[src/hw/rtl/ecd_pkg.sv]
// Types, codes and helper functions of the elevator call table dispatch unit.
package ecd_pkg;

    typedef enum logic [1:0] {
        OP_ADD    = 2'd0,
        OP_REMOVE = 2'd1,
        OP_CLEAR  = 2'd2,
        OP_QUERY  = 2'd3
    } opcode_t;

    localparam logic [1:0] BTN_HALL_UP   = 2'd0;
    localparam logic [1:0] BTN_HALL_DOWN = 2'd1;
    localparam logic [1:0] BTN_CAB       = 2'd2;
    localparam logic [1:0] BTN_UNUSED    = 2'd3;

    localparam logic [1:0] DIR_DOWN = 2'd0;
    localparam logic [1:0] DIR_UP   = 2'd2;

    typedef enum logic [2:0] {
        ORD_NONE = 3'd0,
        ORD_UP   = 3'd1,
        ORD_DOWN = 3'd2,
        ORD_BOTH = 3'd3,
        ORD_CAB  = 3'd4
    } order_t;

    typedef enum logic [2:0] {
        CMD_NOP    = 3'd0,
        CMD_ADD    = 3'd1,
        CMD_REMOVE = 3'd2,
        CMD_CLEAR  = 3'd3,
        CMD_QUERY  = 3'd4
    } cmd_kind_t;

    typedef struct packed {
        cmd_kind_t  kind;
        logic [1:0] floor;
        logic [1:0] button;
        logic       up_ok;
        logic       down_ok;
        logic [1:0] last_floor;
    } cmd_t;

    localparam int QUEUE_DEPTH = 2;
    localparam int QUEUE_PTR_W = $clog2(QUEUE_DEPTH);

    function automatic order_t merge_order(order_t cur, logic [1:0] button);
        order_t res;
        res = cur;
        if (cur != ORD_CAB)
        begin
            case (button)
                BTN_HALL_UP:   res = (cur == ORD_NONE || cur == ORD_UP) ? ORD_UP : ORD_BOTH;
                BTN_HALL_DOWN: res = (cur == ORD_NONE || cur == ORD_DOWN) ? ORD_DOWN : ORD_BOTH;
                BTN_CAB:       res = ORD_CAB;
                default:       res = cur;
            endcase
        end
        return res;
    endfunction

    function automatic logic is_eligible(order_t code, logic up_ok, logic down_ok);
        logic ok;
        ok = (code != ORD_NONE);
        if (code == ORD_UP && !up_ok)
        begin
            ok = 1'b0;
        end
        if (code == ORD_DOWN && !down_ok)
        begin
            ok = 1'b0;
        end
        return ok;
    endfunction

endpackage

[src/hw/rtl/ecd_front.sv]
// Input handshake and command decode of the elevator call table dispatch unit.
module ecd_front #(
    parameter int FLOORS = 4
) (
    input  logic          in_valid,
    output logic          in_stall,
    input  logic [1:0]    opcode,
    input  logic [1:0]    floor,
    input  logic [1:0]    button,
    input  logic [1:0]    direction,
    input  logic [1:0]    last_floor,
    input  logic          q_full,
    output logic          q_push,
    output ecd_pkg::cmd_t q_cmd
);
    import ecd_pkg::*;

    logic floor_ok;
    logic button_ok;

    always_comb
    begin
        floor_ok  = (int'(floor) < FLOORS);
        button_ok = (button != BTN_UNUSED);

        q_cmd.floor      = floor;
        q_cmd.button     = button;
        q_cmd.up_ok      = (direction != DIR_DOWN);
        q_cmd.down_ok    = (direction != DIR_UP);
        q_cmd.last_floor = last_floor;

        unique case (opcode)
            OP_ADD:    q_cmd.kind = (floor_ok && button_ok) ? CMD_ADD : CMD_NOP;
            OP_REMOVE: q_cmd.kind = floor_ok ? CMD_REMOVE : CMD_NOP;
            OP_CLEAR:  q_cmd.kind = CMD_CLEAR;
            OP_QUERY:  q_cmd.kind = CMD_QUERY;
            default:   q_cmd.kind = CMD_NOP;
        endcase
    end

    // A transaction that changes nothing is accepted and dropped.
    assign in_stall = q_full;
    assign q_push   = in_valid && !q_full && (q_cmd.kind != CMD_NOP);

endmodule

[src/hw/rtl/ecd_cmd_queue.sv]
// Short command queue between the decode front and the table back end.
module ecd_cmd_queue (
    input  logic          clk,
    input  logic          rst_n,
    input  logic          push,
    input  ecd_pkg::cmd_t push_cmd,
    output logic          full,
    input  logic          pop,
    output logic          empty,
    output ecd_pkg::cmd_t head
);
    import ecd_pkg::*;

    cmd_t                   entry_reg [QUEUE_DEPTH];
    logic [QUEUE_PTR_W-1:0] wr_ptr_reg;
    logic [QUEUE_PTR_W-1:0] wr_ptr_next;
    logic [QUEUE_PTR_W-1:0] rd_ptr_reg;
    logic [QUEUE_PTR_W-1:0] rd_ptr_next;
    logic [QUEUE_PTR_W:0]   count_reg;
    logic [QUEUE_PTR_W:0]   count_next;

    assign full  = (count_reg == (QUEUE_PTR_W + 1)'(QUEUE_DEPTH));
    assign empty = (count_reg == '0);
    assign head  = entry_reg[rd_ptr_reg];

    always_comb
    begin
        wr_ptr_next = push ? wr_ptr_reg + 1'b1 : wr_ptr_reg;
        rd_ptr_next = pop ? rd_ptr_reg + 1'b1 : rd_ptr_reg;
        count_next  = count_reg;
        if (push && !pop)
        begin
            count_next = count_reg + 1'b1;
        end
        else if (pop && !push)
        begin
            count_next = count_reg - 1'b1;
        end
    end

    always_ff @(posedge clk or negedge rst_n)
    begin
        if (!rst_n)
        begin
            wr_ptr_reg <= '0;
            rd_ptr_reg <= '0;
            count_reg  <= '0;
        end
        else
        begin
            wr_ptr_reg <= wr_ptr_next;
            rd_ptr_reg <= rd_ptr_next;
            count_reg  <= count_next;
        end
    end

    always_ff @(posedge clk)
    begin
        if (push)
        begin
            entry_reg[wr_ptr_reg] <= push_cmd;
        end
    end

endmodule

[src/hw/rtl/ecd_back.sv]
// Order table, nearest-call scan and result register of the dispatch unit.
module ecd_back #(
    parameter int FLOORS = 4
) (
    input  logic          clk,
    input  logic          rst_n,
    input  logic          q_empty,
    input  ecd_pkg::cmd_t q_head,
    output logic          q_pop,
    output logic          out_valid,
    input  logic          out_stall,
    output logic          found,
    output logic [1:0]    destination
);
    import ecd_pkg::*;

    localparam int IDX_W  = (FLOORS > 2) ? $clog2(FLOORS) : 1;
    localparam int DIST_W = (IDX_W > 2) ? IDX_W : 2;

    typedef enum logic [1:0] {
        ST_IDLE = 2'b01,
        ST_SCAN = 2'b10
    } back_state_t;

    back_state_t       state_reg;
    back_state_t       state_next;
    order_t            table_reg [FLOORS];
    logic [IDX_W-1:0]  idx_reg;
    logic [IDX_W-1:0]  idx_next;
    logic              up_ok_reg;
    logic              up_ok_next;
    logic              down_ok_reg;
    logic              down_ok_next;
    logic [1:0]        last_reg;
    logic [1:0]        last_next;
    logic              hit_reg;
    logic              hit_next;
    logic [IDX_W-1:0]  best_reg;
    logic [IDX_W-1:0]  best_next;
    logic [DIST_W-1:0] best_dist_reg;
    logic [DIST_W-1:0] best_dist_next;
    logic              out_valid_reg;
    logic              out_valid_next;
    logic              found_reg;
    logic              found_next;
    logic [1:0]        destination_reg;
    logic [1:0]        destination_next;

    logic [DIST_W-1:0] floor_ext;
    logic [IDX_W-1:0]  cmd_addr;
    logic [IDX_W-1:0]  rd_addr;
    order_t            rd_code;
    logic [DIST_W-1:0] idx_ext;
    logic [DIST_W-1:0] last_ext;
    logic [DIST_W-1:0] cur_dist;
    logic              take;
    logic              scan_last;
    logic              out_free;
    logic              advance;
    logic [IDX_W-1:0]  pick;
    logic [DIST_W-1:0] pick_ext;
    logic              wr_en;
    order_t            wr_data;
    logic              clr_all;

    always_comb
    begin
        floor_ext = DIST_W'(q_head.floor);
        cmd_addr  = floor_ext[IDX_W-1:0];
        rd_addr   = (state_reg == ST_SCAN) ? idx_reg : cmd_addr;
        rd_code   = table_reg[rd_addr];

        idx_ext  = DIST_W'(idx_reg);
        last_ext = DIST_W'(last_reg);
        cur_dist = (idx_ext >= last_ext) ? idx_ext - last_ext : last_ext - idx_ext;

        // Strictly nearer only, so the lower floor keeps a tie.
        take      = is_eligible(rd_code, up_ok_reg, down_ok_reg)
                    && (!hit_reg || cur_dist < best_dist_reg);
        scan_last = (idx_reg == IDX_W'(FLOORS - 1));
        out_free  = !out_valid_reg || !out_stall;
        advance   = !scan_last || out_free;
        pick      = take ? idx_reg : best_reg;
        pick_ext  = DIST_W'(pick);
    end

    always_comb
    begin
        state_next       = state_reg;
        idx_next         = idx_reg;
        up_ok_next       = up_ok_reg;
        down_ok_next     = down_ok_reg;
        last_next        = last_reg;
        hit_next         = hit_reg;
        best_next        = best_reg;
        best_dist_next   = best_dist_reg;
        out_valid_next   = out_valid_reg && out_stall;
        found_next       = found_reg;
        destination_next = destination_reg;
        q_pop            = 1'b0;
        wr_en            = 1'b0;
        wr_data          = ORD_NONE;
        clr_all          = 1'b0;

        unique case (state_reg)
            ST_IDLE:
            begin
                if (!q_empty)
                begin
                    q_pop = 1'b1;
                    unique case (q_head.kind)
                        CMD_ADD:
                        begin
                            wr_en   = 1'b1;
                            wr_data = merge_order(rd_code, q_head.button);
                        end
                        CMD_REMOVE:
                        begin
                            wr_en   = 1'b1;
                            wr_data = ORD_NONE;
                        end
                        CMD_CLEAR:
                        begin
                            clr_all = 1'b1;
                        end
                        CMD_QUERY:
                        begin
                            state_next     = ST_SCAN;
                            idx_next       = '0;
                            up_ok_next     = q_head.up_ok;
                            down_ok_next   = q_head.down_ok;
                            last_next      = q_head.last_floor;
                            hit_next       = 1'b0;
                            best_next      = '0;
                            best_dist_next = '0;
                        end
                        default:
                        begin
                        end
                    endcase
                end
            end
            ST_SCAN:
            begin
                if (advance)
                begin
                    if (take)
                    begin
                        hit_next       = 1'b1;
                        best_next      = idx_reg;
                        best_dist_next = cur_dist;
                    end
                    if (scan_last)
                    begin
                        out_valid_next   = 1'b1;
                        found_next       = hit_reg || take;
                        destination_next = (hit_reg || take) ? pick_ext[1:0] : 2'd0;
                        state_next       = ST_IDLE;
                    end
                    else
                    begin
                        idx_next = idx_reg + 1'b1;
                    end
                end
            end
            default:
            begin
                state_next = ST_IDLE;
            end
        endcase
    end

    always_ff @(posedge clk or negedge rst_n)
    begin
        if (!rst_n)
        begin
            state_reg     <= ST_IDLE;
            out_valid_reg <= 1'b0;
        end
        else
        begin
            state_reg     <= state_next;
            out_valid_reg <= out_valid_next;
        end
    end

    always_ff @(posedge clk or negedge rst_n)
    begin
        if (!rst_n)
        begin
            for (int i = 0; i < FLOORS; i++)
            begin
                table_reg[i] <= ORD_NONE;
            end
        end
        else if (clr_all)
        begin
            for (int i = 0; i < FLOORS; i++)
            begin
                table_reg[i] <= ORD_NONE;
            end
        end
        else if (wr_en)
        begin
            table_reg[cmd_addr] <= wr_data;
        end
    end

    always_ff @(posedge clk)
    begin
        idx_reg         <= idx_next;
        up_ok_reg       <= up_ok_next;
        down_ok_reg     <= down_ok_next;
        last_reg        <= last_next;
        hit_reg         <= hit_next;
        best_reg        <= best_next;
        best_dist_reg   <= best_dist_next;
        found_reg       <= found_next;
        destination_reg <= destination_next;
    end

    assign out_valid   = out_valid_reg;
    assign found       = found_reg;
    assign destination = destination_reg;

endmodule

[src/hw/rtl/elevator_call_table_dispatch_unit.sv]
// Top level of the elevator call table dispatch unit.
// The unit keeps one order code per floor and answers queries with the nearest eligible
// floor. The front decodes each input transaction and parks it in a two-entry command
// queue, so new transactions are taken while the back end is busy or a result waits,
// until the queue is full. The back end runs add, remove and clear straight from idle.
// A query starts a scan in which the single table read port walks the floors in order;
// the scan holds on the last floor while an earlier result is stalled. The result then
// sits in the output register until taken. Only queries produce an output transaction.
module elevator_call_table_dispatch_unit #(
    parameter int FLOORS = 4
) (
    input  logic       clk,
    input  logic       rst_n,
    input  logic       in_valid,
    output logic       in_stall,
    input  logic [1:0] opcode,
    input  logic [1:0] floor,
    input  logic [1:0] button,
    input  logic [1:0] direction,
    input  logic [1:0] last_floor,
    output logic       out_valid,
    input  logic       out_stall,
    output logic       found,
    output logic [1:0] destination
);
    import ecd_pkg::*;

    logic q_full;
    logic q_push;
    cmd_t q_cmd;
    logic q_pop;
    logic q_empty;
    cmd_t q_head;

    ecd_front #(
        .FLOORS(FLOORS)
    ) u_front (
        .in_valid  (in_valid),
        .in_stall  (in_stall),
        .opcode    (opcode),
        .floor     (floor),
        .button    (button),
        .direction (direction),
        .last_floor(last_floor),
        .q_full    (q_full),
        .q_push    (q_push),
        .q_cmd     (q_cmd)
    );

    ecd_cmd_queue u_queue (
        .clk     (clk),
        .rst_n   (rst_n),
        .push    (q_push),
        .push_cmd(q_cmd),
        .full    (q_full),
        .pop     (q_pop),
        .empty   (q_empty),
        .head    (q_head)
    );

    ecd_back #(
        .FLOORS(FLOORS)
    ) u_back (
        .clk        (clk),
        .rst_n      (rst_n),
        .q_empty    (q_empty),
        .q_head     (q_head),
        .q_pop      (q_pop),
        .out_valid  (out_valid),
        .out_stall  (out_stall),
        .found      (found),
        .destination(destination)
    );

endmodule

[config.mk]
export PLATFORM = sky130hd
export DESIGN_NAME = elevator_call_table_dispatch_unit
export DESIGN_NICKNAME = d
export VERILOG_FILES = /design/src/hw/rtl/ecd_pkg.sv /design/src/hw/rtl/ecd_front.sv /design/src/hw/rtl/ecd_cmd_queue.sv /design/src/hw/rtl/ecd_back.sv /design/src/hw/rtl/elevator_call_table_dispatch_unit.sv
export SDC_FILE = /design/constraint.sdc
export NUM_CORES = 1
export LEC_CHECK = 0
export BUFFER_PORTS_ARGS = -buffer_cell sky130_fd_sc_hd__buf_2
export CORE_MARGIN = 4
export CORE_UTILIZATION = 43
export DETAILED_ROUTE_END_ITERATION = 10
export PLACE_DENSITY_LB_ADDON = 0.2
export SLEW_MARGIN = 10
export SYNTH_ARGS = -nofsm -noshare
export SYNTH_HDL_FRONTEND = slang
export SYNTH_HIERARCHICAL = 1
export SYNTH_SLANG_ARGS = --single-unit
[constraint.sdc]
create_clock -name clk -period 7.8 [get_ports clk]
set_input_delay 1.56 -clock clk [delete_from_list [all_inputs] [get_ports clk]]
set_output_delay 1.56 -clock clk [all_outputs]
set_load 0.01 [all_outputs]
# Word level (Yosys, flattened, before mapping)
# Memories as Yosys holds them, arrays and structs flattened.
# Cells that the tools add are included.
[classes]
addsub = 7
order_cmp = 5
n_eq_ne = 24
muxes = 57
bitwise = 3
reduce_logical = 41
[op_table]
columns = ["op", "n"]
rows = [
  ["$mux 2", 17],
  ["$mux 12", 2],
  ["$mux 1", 21],
  ["$mux 3", 7],
  ["$pmux 2 s2", 4],
  ["$bwmux 12", 1],
  ["$eq 2x2->1 const B", 6],
  ["$pmux 3 s4", 1],
  ["$ne 2x2->1 const B", 5],
  ["$reduce_and 5->1", 2],
  ["$eq 3x2->1 const B", 3],
  ["$logic_and 1x1->1", 9],
  ["$logic_not 1->1", 9],
  ["$pmux 3 s3", 1],
  ["$reduce_and 4->1", 2],
  ["$reduce_bool 2->1", 4],
  ["$bmux 3 s2", 1],
  ["$demux 3 s2", 1],
  ["$eq 2x1->1 const B", 3],
  ["$eq 3x1->1 const B", 2],
  ["$ge 3x3->1 const B", 2],
  ["$logic_not 2->1", 3],
  ["$logic_or 1x1->1", 6],
  ["$ne 2x1->1 const B", 3],
  ["16 further kinds", 22],
]
[word_totals]
regBits = 33
ram_bits = 22
input_bits = 14
wordCells = 156
n_memories = 1
[memory_table]
columns = ["memory", "depth", "word_bits", "rd", "rd_ports_with_merged_regs", "write_ports", "line_no", "text"]
rows = [
  ["u_queue.entry_reg", 2, 11, 1, 0, 1, "ecd_cmd_queue.sv:14", "cmd_t entry_reg [QUEUE_DEPTH];"],
]

# Logic depth before layout (Yosys ltp)
[depth]
ltp_word = 17
depth_mapped = 13

# By module
# Netlist, hierarchy kept.
[modules_own_cells]
columns = ["module", "n_inst", "cells_per_inst", "area_per_inst_um2"]
rows = [
  ["ecd_back", 1, 215, 1938.1],
  ["ecd_cmd_queue", 1, 50, 1018.5],
  ["ecd_front", 1, 21, 157.7],
]

# Worst setup path after synthesis
# Ideal clock, no wire load.
[synth_path]
kind = "input-to-reg"
from = "in opcode[0]"
to = "mem u_queue/entry_reg[0][0] in the netlist's numbering, enable pin"
setup_time_ps = 380
arrival_ps = 3058
required_time_ps = 7420
setup_slack_ps = 4363
path_stages = 5
n_path_buf = 0
cell_sequence = "inv_1 ha_1 nor2_1 a2111oi_2 nor2b_1"
[synth_lines]
columns = ["item", "line_no", "text"]
rows = [
  ["from (decl)", "elevator_call_table_dispatch_unit.sv:16", "input logic [1:0] opcode,"],
  ["to (decl)", "ecd_cmd_queue.sv:14", ""],
]

==> results.toml <==
[setup_path]
r2r_cells = 11
slowest_stage = "nor2b_1"
r2r_slack_ns = 4.62
cp.arrival_ns = 3.44
cp_cell_sequence = "buf_2 > inv_1 > ha_1 > nor2_1 > a2111oi_2 > nor2b_1"
cp.depth = 6
rr_startpoint = "u_back/idx_ext[0]$_SDFFCE_PP0P_"
end_kind = "flop"
worstSetupEndpoint = "u_queue/entry_reg[0][7]$_DFFE_PP_"
path_class = "in -> reg"
setup.worst_path.start_class = "input port"
crit_path_start = "opcode[0]"
worstPathRequired_ns = 7.74
cpLargestDelayFamily = "simple AND/OR/NAND/NOR gates"
path_buf_inv = 2
timing.rr.end = "u_back/hit_reg$_DFFE_PP_"
worst_path_largest_cell_delay_ns = 0.81
cp_max_fo = 11

[logic_synthesis]
synth_edf_count = 36
syn_area_um2 = 3110
synthCells = 286
synth_top_cell_by_area = "edfxtp_1"
synth_top_area_share_pct = 34.7
yosysWarningCount = 6
postSynth.asyncResetShare_pct = 34.5
synth.distinct_cells = 60
syn_nets = 310
ys_seq_elements = 55
synth_ff_type = "edfxtp_1"
yosys-top-cells-area = "edfxtp_1 (35%), dfrtp_1 (14%), mux2_4 (4.8%), nand2_1 (4.0%), ha_1 (3.6%)"
avgSynthCellArea_um2 = 10.9
synth-seq-area-share_pct = 50.0

[place]
hpwl_um = 4360
io_buffers = 18
dp_worst_setup_slack_ns = 3.93
gp_congestion = 0.853
dp.cells = 384

[timing]
hold_viol = 0
maxSlewViolCount = 0
timing.hold.ws_ns = 0.494
setup_tns_ns = 0
setup_viol = 0
final.setup.worst_slack_ns = 4.30
max_slew_margin_pct = 37.7
max_freq_mhz = 286
rsz0062_at_grt = "false"
period_share_pct = 44.8
tightest_slew_ns = 0.933
fin_skew_ns = 0.0109
finalCriticalPeriod_ns = 3.50

[routing]
drc_errors = 0
ant_nets = 0
finalWirelength_um = 6060
drtPass1Iterations = 4
vias = 2119
wl_per_cell_um = 15.5
vias_per_cell = 5.41
drt_iter0_markers = 166

[clocking]
clk_latency_ns = 0.31
cts_resized = 0
root_buffer = "clkbuf_8"
cts_made_buffers = 5
cts.sinks = 55
postCtsSetupRepairBufs = 0
clkTransAtPathRegs_ns = 0.10
cts_htree_levels = 2
holdBufCountCts = 0
cts_tree = "done"
cts_buffer_depth = 2

[global_route]
grt_first_pass_wirelength_um = 9970
gr-usage-all-layers_pct = 14.8
grt_remaining_overflow = 0
grt_max_degree = 22
grt_pass1_vias = 1999
antenna_found_initial = 0

[cells_and_area]
final_layout_size_suffix_gt1_share_pct = 18.2
largest_reg_flops = 22
final_common_cell = "edfxtp_1"
diodes = 0
fin_nets = 319
layout.cells.non_filler = 392
final_cell_mix = "edfxtp_1 (36), nand2_1 (33)"
area_growth_pct = 7.11

[floorplanning]
dieArea_um2 = 8670
rows = 30
die_y_um = 93.1
core_area_um2 = 6910
io_pins = 19
die_x_um = 93.1
initial_utilization_pct = 45.1

[power_and_ir_drop]
intPower_mw = 0.685
sequentialPowerShare_pct = 41.0
ir_worst_vdd_mv = 0.205
p_leak_nw = 1.34
power.switching_mw = 0.439
power_density_nw_per_um2 = 337
clkPwrFrac_pct = 17.7
switching_share_pct = 39.1
comb_power_share_pct = 41.3

[worst_hold_path]
worstHoldPathType = "reg -> reg"
min_delay_path_depth = 1

[outcome]
outcome = "finished clean"

[job]
maxCapViolCount = 0
[worst min-delay path by stage]
| stage | slack (ns) | start | to |
|---|---|---|---|
| final | 0.49 | u_queue/count_reg[1]$_DFFE_PN0P_ | u_queue/count_reg[1]$_DFFE_PN0P_ |
| after global routing | 0.52 | u_queue/count_reg[1]$_DFFE_PN0P_ | u_queue/count_reg[1]$_DFFE_PN0P_ |
| after CTS | 0.50 | u_queue/count_reg[1]$_DFFE_PN0P_ | u_queue/count_reg[1]$_DFFE_PN0P_ |
| after detailed placement | 0.48 | u_queue/wr_ptr_reg$_DFFE_PN0P_ | u_queue/wr_ptr_reg$_DFFE_PN0P_ |
| after global placement | 0.48 | u_back/table_reg[9]$_DFFE_PN0P_ | u_back/table_reg[9]$_DFFE_PN0P_ |
| after floorplan | 0.45 | u_back/table_reg[3]$_DFFE_PN0P_ | u_back/table_reg[3]$_DFFE_PN0P_ |
[synthesized netlist by cell type, types with 4 or more instances]
cell type / instances
nor3_1: 5
nand2_1: 33
nor2b_1: 4
nand3_1: 6
buf_4: 8
mux2_4: 10
and2_1: 4
dfrtp_1: 18
nand2b_1: 11
o211ai_1: 4
a21oi_1: 15
xor2_1: 4
edfxtp_1: 36
o21ai_0: 18
nor2_1: 18
mux2i_1: 4
inv_1: 17
ha_1: 9
[final cells by class]
type / instances / area, µm²
inverter: 18 / 67.6
clock inverter: 3 / 50.0
tap: 96 / 120
fill: 659 / 3570
multi-input combinational: 197 / 1380
timing repair buffer: 18 / 90.1
clock buffer: 5 / 68.8
sequential: 55 / 1560
[per-stage QoR]
step	cell area, µm²	power (mW)	utilization [%]
finish	3340	1.12	48.3
global route	3340	1.20	48.3
CTS	3340	1.13	48.3
detailed placement	3220	0.930	46.6
global placement	3220	0.922	46.6
floorplan	3110	0.830	-
[power by group through the flow]
| stage | logic [mW] | registers, mW | clock network [mW] |
|---|---|---|---|
| floorplan | 0.392 | 0.438 | 0 |
| global placement | 0.457 | 0.465 | 0 |
| detailed placement | 0.462 | 0.468 | 0 |
| CTS | 0.464 | 0.462 | 0.204 |
| global route | 0.513 | 0.470 | 0.218 |
| finish | 0.463 | 0.461 | 0.199 |
[per-layer routing]
layer	global-route usage, %	vias up	wire length [µm]
li1	-	1049	-
met2	23.0	50	2930
met5	0	-	0
met3	2.57	8	247
met4	5.01	0	87
met1	20.9	1012	2790
[kinds of logic (layout without fill, tap and decap cells)]
| family | Yosys count | after routing | share of synthesized area (%) |
|---|---|---|---|
| compound gates | 66 | 66 | 15.0 |
| xor+xnor | 5 | 5 | 1.41 |
| fa+ha+maj | 10 | 10 | 4.26 |
| buf+inv | 34 | 44 | 5.62 |
| flops | 55 | 55 | 50.0 |
| mux | 16 | 16 | 6.83 |
| simple gates | 100 | 100 | 16.9 |
Note: power is estimated with default switching activity, not from simulation.
